[src/hw/rtl/spp_pkg.sv]
`timescale 1ns / 1ps
// ----------------------------------------------------------------------------
// Spectral peak picker package
// Shared widths, register map, reset values and record types.
// ----------------------------------------------------------------------------
package spp_pkg;

  localparam int FFT_POINTS_DEF = 4096;

  localparam int BIN_W   = 12;
  localparam int POWER_W = 32;
  localparam int FREQ_W  = 19;
  localparam int PEAK_W  = 7;
  localparam int RATE_W  = 20;
  localparam int ADDR_W  = 5;
  localparam int DATA_W  = 32;

  localparam logic [BIN_W-1:0]  BIN_MAX  = {BIN_W{1'b1}};
  localparam logic [FREQ_W-1:0] FREQ_MAX = {FREQ_W{1'b1}};

  localparam int QUEUE_DEPTH = 4;
  localparam int QPTR_W      = $clog2(QUEUE_DEPTH);
  localparam int QCNT_W      = $clog2(QUEUE_DEPTH + 1);

  localparam logic [2:0] REG_LOWEST  = 3'd0;
  localparam logic [2:0] REG_HIGHEST = 3'd1;
  localparam logic [2:0] REG_SPACING = 3'd2;
  localparam logic [2:0] REG_MAXPK   = 3'd3;
  localparam logic [2:0] REG_RATE    = 3'd4;

  localparam logic [BIN_W-1:0]  LOWEST_RST  = 12'd1;
  localparam logic [BIN_W-1:0]  HIGHEST_RST = 12'd1024;
  localparam logic [BIN_W-1:0]  SPACING_RST = 12'd3;
  localparam logic [PEAK_W-1:0] MAXPK_RST   = 7'd8;
  localparam logic [RATE_W-1:0] RATE_RST    = 20'd20000;

  localparam logic KIND_PEAK    = 1'b0;
  localparam logic KIND_SUMMARY = 1'b1;

  typedef struct packed {
    logic [BIN_W-1:0]  lowest_bin;
    logic [BIN_W-1:0]  highest_bin;
    logic [BIN_W-1:0]  min_spacing;
    logic [PEAK_W-1:0] peak_limit;
    logic [RATE_W-1:0] sample_rate_hz;
  } cfg_t;

  typedef struct packed {
    logic               kind;
    logic [BIN_W-1:0]   bin_index;
    logic [POWER_W-1:0] bin_power;
    logic [PEAK_W-1:0]  peak_number;
    logic               final_item;
  } res_t;

endpackage

[src/hw/rtl/spp_regs.sv]
`timescale 1ns / 1ps
// ----------------------------------------------------------------------------
// Spectral peak picker configuration registers
// APB-style register file holding the search window, spacing, limit and rate.
// ----------------------------------------------------------------------------
module spp_regs
  import spp_pkg::*;
(
  input  logic              clk,
  input  logic              rst,
  input  logic              psel,
  input  logic              penable,
  input  logic              pwrite,
  input  logic [ADDR_W-1:0] paddr,
  input  logic [DATA_W-1:0] pwdata,
  output logic [DATA_W-1:0] prdata,
  output logic              pready,
  output cfg_t              cfg
);

  logic       wr_en;
  logic [2:0] reg_idx;

  assign pready  = 1'b1;
  assign reg_idx = paddr[ADDR_W-1:2];
  assign wr_en   = psel && penable && pwrite && pready;

  always_ff @(posedge clk) begin
    if (rst) begin
      cfg.lowest_bin     <= LOWEST_RST;
      cfg.highest_bin    <= HIGHEST_RST;
      cfg.min_spacing    <= SPACING_RST;
      cfg.peak_limit     <= MAXPK_RST;
      cfg.sample_rate_hz <= RATE_RST;
    end else if (wr_en) begin
      case (reg_idx)
        REG_LOWEST:  cfg.lowest_bin     <= pwdata[BIN_W-1:0];
        REG_HIGHEST: cfg.highest_bin    <= pwdata[BIN_W-1:0];
        REG_SPACING: cfg.min_spacing    <= pwdata[BIN_W-1:0];
        REG_MAXPK:   cfg.peak_limit     <= pwdata[PEAK_W-1:0];
        REG_RATE:    cfg.sample_rate_hz <= pwdata[RATE_W-1:0];
        default: ;
      endcase
    end
  end

  always_comb begin
    case (reg_idx)
      REG_LOWEST:  prdata = DATA_W'(cfg.lowest_bin);
      REG_HIGHEST: prdata = DATA_W'(cfg.highest_bin);
      REG_SPACING: prdata = DATA_W'(cfg.min_spacing);
      REG_MAXPK:   prdata = DATA_W'(cfg.peak_limit);
      REG_RATE:    prdata = DATA_W'(cfg.sample_rate_hz);
      default:     prdata = '0;
    endcase
  end

endmodule

[src/hw/rtl/spp_detect.sv]
`timescale 1ns / 1ps
// ----------------------------------------------------------------------------
// Spectral peak picker detector
// Input register, three-bin window, peak test, strongest-bin search.
// ----------------------------------------------------------------------------
module spp_detect
  import spp_pkg::*;
#(
  parameter int FFT_POINTS = FFT_POINTS_DEF
)
(
  input  logic               clk,
  input  logic               rst,
  input  cfg_t               cfg,
  input  logic               s_tvalid,
  output logic               s_tready,
  input  logic [POWER_W-1:0] s_tdata,   // power[31:0]
  input  logic               s_tlast,
  input  logic               room,
  output logic [1:0]         push_cnt,
  output res_t               push_a,
  output res_t               push_b
);

  localparam int NYQ_M1 = FFT_POINTS / 2 - 1;

  logic               st_valid;
  logic [POWER_W-1:0] st_power;
  logic               st_last;
  logic               go;

  logic [BIN_W-1:0]   bin_counter;
  logic [POWER_W-1:0] previous_power;
  logic [POWER_W-1:0] center_power;
  logic [BIN_W-1:0]   last_peak_position;
  logic               have_peak;
  logic [PEAK_W-1:0]  peaks_found;
  logic [POWER_W-1:0] best_power;
  logic [BIN_W-1:0]   best_bin;

  logic [POWER_W-1:0] best_power_next;
  logic [BIN_W-1:0]   best_bin_next;
  logic [POWER_W-1:0] best_power_cur;
  logic [BIN_W-1:0]   best_bin_cur;
  logic [BIN_W-1:0]   center_bin;
  logic [BIN_W-1:0]   win_lo;
  logic [BIN_W-1:0]   win_hi;
  logic [BIN_W-1:0]   spacing;
  logic               is_peak;
  logic [PEAK_W-1:0]  peaks_found_next;
  res_t               peak_res;
  res_t               sum_res;

  assign go       = st_valid && room;
  assign s_tready = !st_valid || go;

  always_ff @(posedge clk) begin
    if (rst) begin
      st_valid <= 1'b0;
    end else if (s_tready) begin
      st_valid <= s_tvalid;
    end
  end

  always_ff @(posedge clk) begin
    if (s_tready && s_tvalid) begin
      st_power <= s_tdata;
      st_last  <= s_tlast;
    end
  end

  always_comb begin
    best_power_cur = (bin_counter == '0) ? '0 : best_power;
    best_bin_cur   = (bin_counter == '0) ? cfg.lowest_bin : best_bin;
    center_bin     = bin_counter - BIN_W'(1);
    win_lo         = (cfg.lowest_bin == '0) ? BIN_W'(1) : cfg.lowest_bin;
    win_hi         = (32'(cfg.highest_bin) > 32'(NYQ_M1)) ? BIN_W'(NYQ_M1) : cfg.highest_bin;
    spacing        = center_bin - last_peak_position;

    is_peak = (bin_counter != '0) && (win_lo < win_hi) &&
              (center_bin >= win_lo) && (center_bin <= win_hi) &&
              (center_power >= previous_power) && (center_power > st_power) &&
              (peaks_found < cfg.peak_limit) &&
              !(have_peak && (spacing < cfg.min_spacing));

    peaks_found_next = peaks_found + PEAK_W'(is_peak);

    if ((bin_counter >= cfg.lowest_bin) && (bin_counter <= cfg.highest_bin) &&
        (st_power > best_power_cur)) begin
      best_power_next = st_power;
      best_bin_next   = bin_counter;
    end else begin
      best_power_next = best_power_cur;
      best_bin_next   = best_bin_cur;
    end

    peak_res.kind        = KIND_PEAK;
    peak_res.bin_index   = center_bin;
    peak_res.bin_power   = center_power;
    peak_res.peak_number = peaks_found;
    peak_res.final_item  = 1'b0;

    sum_res.kind        = KIND_SUMMARY;
    sum_res.bin_index   = best_bin_next;
    sum_res.bin_power   = best_power_next;
    sum_res.peak_number = peaks_found_next;
    sum_res.final_item  = 1'b1;

    push_a   = is_peak ? peak_res : sum_res;
    push_b   = sum_res;
    push_cnt = go ? (2'(is_peak) + 2'(st_last)) : 2'd0;
  end

  always_ff @(posedge clk) begin
    if (rst) begin
      bin_counter        <= '0;
      previous_power     <= '0;
      center_power       <= '0;
      last_peak_position <= '0;
      have_peak          <= 1'b0;
      peaks_found        <= '0;
      best_power         <= '0;
      best_bin           <= LOWEST_RST;
    end else if (go) begin
      if (st_last) begin
        bin_counter        <= '0;
        previous_power     <= '0;
        center_power       <= '0;
        last_peak_position <= '0;
        have_peak          <= 1'b0;
        peaks_found        <= '0;
        best_power         <= '0;
        best_bin           <= cfg.lowest_bin;
      end else begin
        if (bin_counter != BIN_MAX) begin
          bin_counter <= bin_counter + BIN_W'(1);
        end
        previous_power <= center_power;
        center_power   <= st_power;
        peaks_found    <= peaks_found_next;
        best_power     <= best_power_next;
        best_bin       <= best_bin_next;
        if (is_peak) begin
          last_peak_position <= center_bin;
          have_peak          <= 1'b1;
        end
      end
    end
  end

endmodule

[src/hw/rtl/spp_outq.sv]
`timescale 1ns / 1ps
// ----------------------------------------------------------------------------
// Spectral peak picker result queue
// Small result queue, bin-to-frequency conversion and output register.
// ----------------------------------------------------------------------------
module spp_outq
  import spp_pkg::*;
#(
  parameter int FFT_POINTS = FFT_POINTS_DEF
)
(
  input  logic              clk,
  input  logic              rst,
  input  logic [RATE_W-1:0] sample_rate_hz,
  input  logic [1:0]        push_cnt,
  input  res_t              push_a,
  input  res_t              push_b,
  output logic              room,
  output logic              m_tvalid,
  input  logic              m_tready,
  output logic [71:0]       m_tdata,   // bin_index, bin_hz, bin_power, peak_number
  output logic              m_tuser,   // kind
  output logic              m_tlast
);

  localparam int LOG2N = $clog2(FFT_POINTS);
  localparam int HALF  = FFT_POINTS / 2;
  localparam int PROD_W = BIN_W + RATE_W;

  res_t               q [QUEUE_DEPTH];
  logic [QPTR_W-1:0]  wr_ptr;
  logic [QPTR_W-1:0]  rd_ptr;
  logic [QCNT_W-1:0]  count;
  logic               pop;
  res_t               head;

  logic [PROD_W-1:0]  prod;
  logic [PROD_W:0]    rounded;
  logic [PROD_W:0]    shifted;
  logic [FREQ_W-1:0]  freq;

  logic               out_kind;
  logic [BIN_W-1:0]   out_bin;
  logic [FREQ_W-1:0]  out_freq;
  logic [POWER_W-1:0] out_power;
  logic [PEAK_W-1:0]  out_num;
  logic               out_final;

  assign room = count < QCNT_W'(QUEUE_DEPTH - 1);
  assign pop  = (count != '0) && (!m_tvalid || m_tready);
  assign head = q[rd_ptr];

  always_ff @(posedge clk) begin
    for (int i = 0; i < QUEUE_DEPTH; i++) begin
      if ((push_cnt != 2'd0) && (wr_ptr == QPTR_W'(i))) begin
        q[i] <= push_a;
      end
      if ((push_cnt == 2'd2) && ((wr_ptr + QPTR_W'(1)) == QPTR_W'(i))) begin
        q[i] <= push_b;
      end
    end
  end

  always_ff @(posedge clk) begin
    if (rst) begin
      wr_ptr <= '0;
      rd_ptr <= '0;
      count  <= '0;
    end else begin
      wr_ptr <= wr_ptr + QPTR_W'(push_cnt);
      rd_ptr <= rd_ptr + QPTR_W'(pop);
      count  <= count + QCNT_W'(push_cnt) - QCNT_W'(pop);
    end
  end

  always_comb begin
    prod    = PROD_W'(head.bin_index) * PROD_W'(sample_rate_hz);
    rounded = {1'b0, prod} + (PROD_W + 1)'(HALF);
    shifted = rounded >> LOG2N;
    freq    = (shifted > (PROD_W + 1)'(FREQ_MAX)) ? FREQ_MAX : shifted[FREQ_W-1:0];
  end

  always_ff @(posedge clk) begin
    if (rst) begin
      m_tvalid <= 1'b0;
    end else if (!m_tvalid || m_tready) begin
      m_tvalid <= pop;
    end
  end

  always_ff @(posedge clk) begin
    if (pop) begin
      out_kind  <= head.kind;
      out_bin   <= head.bin_index;
      out_freq  <= freq;
      out_power <= head.bin_power;
      out_num   <= head.peak_number;
      out_final <= head.final_item;
    end
  end

  assign m_tdata = {2'b00, out_num, out_power, out_freq, out_bin};
  assign m_tuser = out_kind;
  assign m_tlast = out_final;

endmodule

[src/hw/rtl/spectral_peak_picker_top.sv]
`timescale 1ns / 1ps
// ----------------------------------------------------------------------------
// Spectral peak picker
// Local-maximum peak detection over a streamed power spectrum.
// ----------------------------------------------------------------------------
// Power bins enter on the slave stream from bin 0 upward, one bin per transfer;
// tdata carries the 32-bit power and tlast marks the final bin of a spectrum.
// Each local peak in the search window that meets the spacing and peak limit
// leaves on the master stream as one transfer with tuser low; after the final bin
// a summary transfer, tuser and tlast high, gives the strongest bin and peak count.
// The block takes one bin per cycle while the result queue has room. A result
// passes the result queue and the output register before it is valid; a summary
// that follows a peak from the same bin is the next transfer after that peak.
// The input side stalls only while the four-entry result queue cannot take
// two more results, so a stalled receiver backs up into the input and nothing
// is dropped.
// Reset clears the spectrum state and loads the register defaults. The APB
// registers must be written only while no spectrum is in progress.
// ----------------------------------------------------------------------------
module spectral_peak_picker_top
  import spp_pkg::*;
#(
  parameter int FFT_POINTS = FFT_POINTS_DEF
)
(
  input  logic               clk,
  input  logic               rst,
  input  logic               s_tvalid,
  output logic               s_tready,
  input  logic [POWER_W-1:0] s_tdata,   // power[31:0]
  input  logic               s_tlast,   // last_bin
  output logic               m_tvalid,
  input  logic               m_tready,
  output logic [71:0]        m_tdata,   // bin_index, bin_hz, bin_power, peak_number
  output logic               m_tuser,   // kind
  output logic               m_tlast,   // final_item
  input  logic               psel,
  input  logic               penable,
  input  logic               pwrite,
  input  logic [ADDR_W-1:0]  paddr,
  input  logic [DATA_W-1:0]  pwdata,
  output logic [DATA_W-1:0]  prdata,
  output logic               pready
);

  cfg_t       cfg;
  logic       room;
  logic [1:0] push_cnt;
  res_t       push_a;
  res_t       push_b;

  spp_regs u_regs (
    .clk     (clk),
    .rst     (rst),
    .psel    (psel),
    .penable (penable),
    .pwrite  (pwrite),
    .paddr   (paddr),
    .pwdata  (pwdata),
    .prdata  (prdata),
    .pready  (pready),
    .cfg     (cfg)
  );

  spp_detect #(
    .FFT_POINTS (FFT_POINTS)
  ) u_detect (
    .clk      (clk),
    .rst      (rst),
    .cfg      (cfg),
    .s_tvalid (s_tvalid),
    .s_tready (s_tready),
    .s_tdata  (s_tdata),
    .s_tlast  (s_tlast),
    .room     (room),
    .push_cnt (push_cnt),
    .push_a   (push_a),
    .push_b   (push_b)
  );

  spp_outq #(
    .FFT_POINTS (FFT_POINTS)
  ) u_outq (
    .clk            (clk),
    .rst            (rst),
    .sample_rate_hz (cfg.sample_rate_hz),
    .push_cnt       (push_cnt),
    .push_a         (push_a),
    .push_b         (push_b),
    .room           (room),
    .m_tvalid       (m_tvalid),
    .m_tready       (m_tready),
    .m_tdata        (m_tdata),
    .m_tuser        (m_tuser),
    .m_tlast        (m_tlast)
  );

endmodule
[config.mk]
export PLATFORM = sky130hd
export DESIGN_NAME = spectral_peak_picker_top
export DESIGN_NICKNAME = d
export VERILOG_FILES = /design/src/hw/rtl/spp_pkg.sv /design/src/hw/rtl/spp_regs.sv /design/src/hw/rtl/spp_detect.sv /design/src/hw/rtl/spp_outq.sv /design/src/hw/rtl/spectral_peak_picker_top.sv
export SDC_FILE = /design/constraint.sdc
export NUM_CORES = 2
export LEC_CHECK = 0
export BUFFER_PORTS_ARGS = -buffer_cell sky130_fd_sc_hd__clkbuf_2
export CAP_MARGIN = 0
export CORE_UTILIZATION = 30
export CTS_CLUSTER_DIAMETER = 120
export DETAILED_ROUTE_END_ITERATION = 7
export MAX_ROUTING_LAYER = met4
export PLACE_DENSITY = 0.55
export SLEW_MARGIN = 20
export SYNTH_ARGS = -nofsm -noshare
export SYNTH_HDL_FRONTEND = slang
export SYNTH_SLANG_ARGS = --single-unit
[constraint.sdc]
create_clock -name clk -period 24.9 [get_ports clk]
set_clock_uncertainty 0.1 [all_clocks]
set_input_delay 2.49 -clock clk [delete_from_list [all_inputs] [get_ports clk]]
set_output_delay 2.49 -clock clk [all_outputs]
set_load 0.01 [all_outputs]
== Yosys cells after proc, flatten, opt, wreduce, memory -nomap -nowiden ==
Memory sizes are Yosys's and may differ from the RTL's. A register that Yosys moved wholly into a read port is not among the register bits.
Index checks and enable logic that the tools add are counted.

* Register bits: 317
* Bits in writable memories: 212
* Input port bits: 77
* Output and inout port bits: 109
* Logic and storage cells: 162
* Memories: 1

{| class="wikitable"
|+ Memory list
! memory !! words !! width !! rd ports !! clocked after Yosys merged registers in !! write ports !! RTL line !! text
|-
| u_outq.q || 4 || 53 || 1 || 1 || 2 || spp_outq.sv:30 || <nowiki>res_t q [QUEUE_DEPTH];</nowiki>
|}

* Add/subtract/negate cells: 11
* Multiply operators: 1
* $lt $le $gt $ge: 13
* Equal/unequal tests: 12
* Multiplexer cells: 47
* Bitwise gates (word level): 4
* Reductions and logical operators: 47

{| class="wikitable"
|+ Operators with widths
! operator !! number
|-
| $mux W53 || 7
|-
| $mux W32 || 5
|-
| $mux W12 || 9
|-
| $reduce_or A53 Y1 || 2
|-
| $pmux W20 S5 || 1
|-
| $gt A32 B32 Y1 || 2
|-
| $add A32 B12 Y33 const B || 1
|-
| $ge A32 B32 Y1 || 1
|-
| $mul A12 B20 Y32 || 1
|-
| $ge A12 B12 Y1 || 2
|-
| $le A12 B12 Y1 || 2
|-
| $logic_not A12 Y1 || 2
|-
| $lt A12 B12 Y1 || 2
|-
| $logic_and A1 B1 Y1 || 23
|-
| $gt A21 B19 Y1 const B || 1
|-
| $mux W1 || 20
|-
| $reduce_and A2 Y1 || 7
|-
| $add A12 B1 Y12 const B || 1
|-
| $gt A12 B11 Y1 const B || 1
|-
| $ne A12 B12 Y1 const B || 1
|-
| $reduce_bool A12 Y1 || 1
|-
| $sub A12 B1 Y12 const B || 1
|-
| $sub A12 B12 Y12 || 1
|-
| $eq A2 B2 Y1 const B || 5
|-
| other kinds (22) || 36
|}

== Longest topological paths before layout ==
* Depth in word-level cells: 19
* Gate-level depth with buffers: 32
* Gate-level depth less buffers: 30

== Cells and area by module ==
A second synthesis with hierarchy kept.

* Cell total of the unflattened synthesis: 3449
* Area total of the unflattened synthesis: 36598.9 µm²

{| class="wikitable"
|+ Modules (own cells, without submodules)
! module !! times used !! cells an instance !! area each (µm²) !! sequential area each (µm²)
|-
| spp_outq || 1 || 1589 || 20577.2 || 8688.3
|-
| spp_detect || 1 || 1500 || 12738.5 || 3813.7
|-
| spp_regs || 1 || 360 || 3283.1 || 1261.2
|}

== Worst setup path before layout ==
OpenSTA, ideal clock, no wires.

* Path type: register -> register
* Start point: register u_detect.bin_counter[0]
* End point: memory u_outq.q[0][0] (netlist name) (enable)
* Data arrival time: 7545 ps
* Required time: 24338 ps
* Setup slack: 16793 ps
* Stages on the path, launching flop included: 25
* Buffers on the path: 2
* Clock period less this slack: 8107 ps
* Cell sequence: dfxtp_1 -> clkbuf_1 -> inv_1 -> ha_1 -> or3b_1 -> or3_1 -> or4b_1 -> xor2_1 -> inv_1 -> ha_1 -> o41ai_1 -> xnor2_1 -> ha_1 -> o21ai_0 -> a211oi_1 -> o22ai_1 -> or4_1 -> buf_4 -> nor2_4 -> inv_1 -> ha_1 -> nand3b_1 -> o21ai_0 -> o21ai_0 -> nor2_1

{| class="wikitable"
|+ RTL lines
! what !! RTL line !! text
|-
| start: declaration || spp_detect.sv:32 || <nowiki>logic [BIN_W-1:0] bin_counter;</nowiki>
|-
| start signal: assignment || spp_detect.sv:136 || <nowiki>bin_counter <= bin_counter + BIN_W'(1);</nowiki>
|-
| end: declaration || spp_outq.sv:30 ||
|}

==> flow_summary_export.csv <==
group,metric,value,unit
place,gp_congestion,0.853,
setup_path,crit_required,25.24,ns
clock_network,clock_latency,0.69,ns
drt,drt_iter0_drc,1742,
clock_network,cts.clk_slew.worst_paths,0.07,ns
drt,finalWirelength,95100,µm
place,place_hpwl,64900,µm
floorplan,num_io_pins,186,
synth,synth_edf_count,311,
clock_network,clock_path_buffers,3,
pwr,power,4430,µW
synth,ys_seq_area_share,38.6,%
timing,post-route-min-period,9.24,ns
timing,hold_viol_final,0,
global_routing,grt_start_max_net_pins,83,
job,maxCapViolations,0,
synth,syn_area,35300,µm²
synth,synthFlopType,"edfxtp_1",
final_layout,layout_common_cells,"inv_1, nand2_1, edfxtp_1",
timing,worst_pin_slew,1.06,ns
global_routing,grt_usage,16.5,%
final_layout,synthToLayoutAreaGrowth,12.2,%
timing,tns,0,ns
setup_path,cp-start-kind,"register",
floorplan,initial_core_util,30.3,%
min_path,min_path_type,"register to register",
pwr,intPower,2630,µW
clock_network,cts_root_buf,"clkbuf_16",
final_layout,finalNetCount,3977,
clock_network,holdBufCountCts,0,
timing,slew_headroom,28.6,%
timing,finalCritPeriodShare,37.1,%
timing,max_freq,0.108,GHz
setup_path,critPathTopFamily,"simple AND/OR/NAND/NOR gates",
clock_network,cts_resized,0,
drt,vias,24900,
pwr,ir_worst_vdd,0.183,mV
floorplan,die_w,345,µm
place,portBuffers,156,
setup_path,cp-end-kind,"register",
drt,ant_nets,0,
synth,synth_area_per_cell,10.4,µm²
drt,wl_per_cell,19.0,µm
clock_network,cts_setup_buffers,0,
global_routing,antenna_found_initial,2,
timing,rsz0062_at_grt,"no",
synth,ys_ff_latch,524,
final_layout,fill_cells,11800,
synth,synth-async-reset-ratio,0,%
clock_network,htreeDepth,2,
setup_path,path_buf_inv,5,
floorplan,die_area,119000,µm²
pwr,sequentialPowerShare,26.6,%
drt,drtPass1Iterations,5,
outcome,status,"complete, no violations",
pwr,p_leak,0.0167,µW
global_routing,grt_overflow,0,
drt,drc,0,
pwr,power.switching,1800,µW
global_routing,grt_first_pass_wirelength,147000,µm
pwr,power_switching_share,40.5,%
synth,yosys_warnings,0,
global_routing,grt_pass1_vias,24800,
synth,synth_cell_types,81,
setup_path,cpMaxStageDelayCell,"or4_1",
final_layout,antenna_cells,0,
floorplan,core-area,116000,µm²
pwr,p_per_area,112,nW/µm²
setup_path,critPathMaxFanout,33,
clock_network,numCtsBuffers,61,
pwr,power_frac_comb,51.6,%
drt,avgViaCountPerCell,4.96,
timing,setup_violations,0,
final_layout,final_common_cell,"inv_1",
clock_network,cts_tree,"done",
floorplan,die_y,345,µm
synth,synth_cells,3388,
clock_network,clock-sinks,524,
setup_path,cp_data_arrival_time,9.59,ns
setup_path,crit_path_max_incr_delay,0.76,ns
timing,drv_slew,0,
setup_path,cp_common_cell,"ha_1",
floorplan,row_count,125,
pwr,pwr-share-clk,21.9,%
final_layout,drive_gt1_share,13.4,%
setup_path,critical_path_class,"register to register",
## power by group through the flow
stage / clock, µW / sequential [µW] / combinational (µW)
after floorplan: 0 / 1220 / 1690
after global placement: 0 / 1200 / 2290
after detailed placement: 0 / 1200 / 2310
after CTS: 990 / 1180 / 2320
after global routing: 1020 / 1190 / 2630
final: 967 / 1180 / 2280
## cells in the mapped netlist, types with 5 or more instances
master    number  area [µm²]
a211oi_1      15         113
a21o_1        45         338
a21oi_1      184         921
a22o_1        65         569
a22oi_1        8        60.1
a31oi_1       43         269
and2_1        76         475
and3_1        25         156
and4_1         5        43.8
buf_1         15        56.3
buf_2         13        65.1
buf_4         20         150
buf_6         10         113
clkbuf_1     157         589
dfxtp_1      213        4260
edfxtp_1     311        9340
fa_1         182        3640
ha_1         282        3530
inv_1        385        1450
mux2_1        15         169
mux2_2         5        56.3
mux2_4        87        1310
mux2i_1      104        1040
mux4_2        52        1170
nand2_1      376        1410
nand2b_1      20         125
nand3_1       34         170
nand3b_1       5        37.5
nand4_1       38         238
nor2_1       224         841
nor2b_1       15        93.8
nor3_1        63         315
nor4_1        24         150
o211ai_1      12        90.1
o21a_1        14         105
o21ai_0       53         265
o21ai_1       19        95.1
o21bai_1      16         120
o22ai_1       22         138
or3_1          7        43.8
xnor2_1       26         228
xor2_1        29         254
## area by class of cell
| class | count | area [µm²] | share of cell area [%] |
|---|---|---|---|
| clock buffers | 81 | 1770 | 4.46 |
| clock inverters | 35 | 435 | 1.10 |
| flip-flops and latches | 524 | 13600 | 34.4 |
| well taps | 1524 | 1910 | 4.82 |
| multi-input cells | 2276 | 19400 | 49.0 |
| repair buffers | 185 | 1000 | 2.54 |
| inverters | 388 | 1460 | 3.68 |
## metal layers
layer	part of all wire, %	GRT usage (%)
met1	45	21.4
met5	0	-
met4	2.2	4.40
met2	47	26.9
met3	5.0	2.30
## worst reg2reg max path, stage by stage (launching register included)
cell,delay [ns]
dfxtp_1,0.41
inv_1,0.10
ha_1,0.30
or3b_1,0.48
or3_1,0.39
nor3_1,0.20
xnor2_1,0.31
inv_1,0.28
ha_1,0.43
nand3_1,0.12
nand2_1,0.05
a41o_1,0.22
o41ai_1,0.31
xnor2_1,0.17
ha_1,0.29
o21ai_0,0.11
o21ai_0,0.40
o22ai_1,0.20
or4_1,0.76
nor2_4,0.37
inv_1,0.12
ha_1,0.40
nor4_1,0.74
nor3_4,0.22
inv_2,0.36
buf_4,0.70
mux2_1,0.45
## cell families (layout without fill, tap and decap cells)
group / after synthesis / count (layout) / synth area share (%)
AOI/OAI and AO/OA: 545 / 545 / 10.0
buffers and inverters: 603 / 689 / 6.89
muxes: 264 / 264 / 10.6
adders and majority gates: 464 / 464 / 20.3
and+or+nand+nor: 931 / 931 / 12.2
DFF: 524 / 524 / 38.6
other: 2 / 17 / 0.0213
xor gates and xnor gates: 55 / 55 / 1.37
## through the flow
step	util (%)	std cells	cell area [µm²]	hold WS, ns	setup WS, ns
6_report	34.0	5013	39600	0.375	15.66
5_1_grt	34.0	5013	39600	0.391	15.19
4_1_cts	34.0	5013	39600	0.374	15.80
3_5_place_dp	32.1	4897	37400	0.358	15.80
3_3_place_gp	32.1	4897	37400	0.354	15.89
2_1_floorplan	-	3403	35300	0.335	16.79
## final timing paths
path / cells past startpoint / from / to / slack [ns]
min reg2reg: 1 / u_detect.best_power[21] / u_detect.best_power[21] / 0.37
min: 1 / u_detect.best_power[21] / u_detect.best_power[21] / 0.37
max reg2reg: 26 / u_detect.bin_counter[1] / u_outq.q[1][8] / 15.66
max: 26 / u_detect.bin_counter[1] / u_outq.q[1][8] / 15.66
## flip-flops by register name, summed over array words and instances, names as in the netlist, 3 cells and up
| register | flops |
|---|---|
| u_outq.q | 208 |
| u_regs.cfg | 63 |
| u_detect.best_power | 32 |
| u_detect.center_power | 32 |
| u_detect.previous_power | 32 |
| u_detect.st_power | 32 |
| u_outq.out_power | 32 |
| u_outq.out_freq | 19 |
| u_detect.best_bin | 12 |
| u_detect.bin_counter | 12 |
| u_detect.last_peak_position | 12 |
| u_outq.out_bin | 12 |
| u_detect.peaks_found | 7 |
| u_outq.out_num | 7 |
| u_outq.count | 3 |
Power figures use the tool's default switching activity.
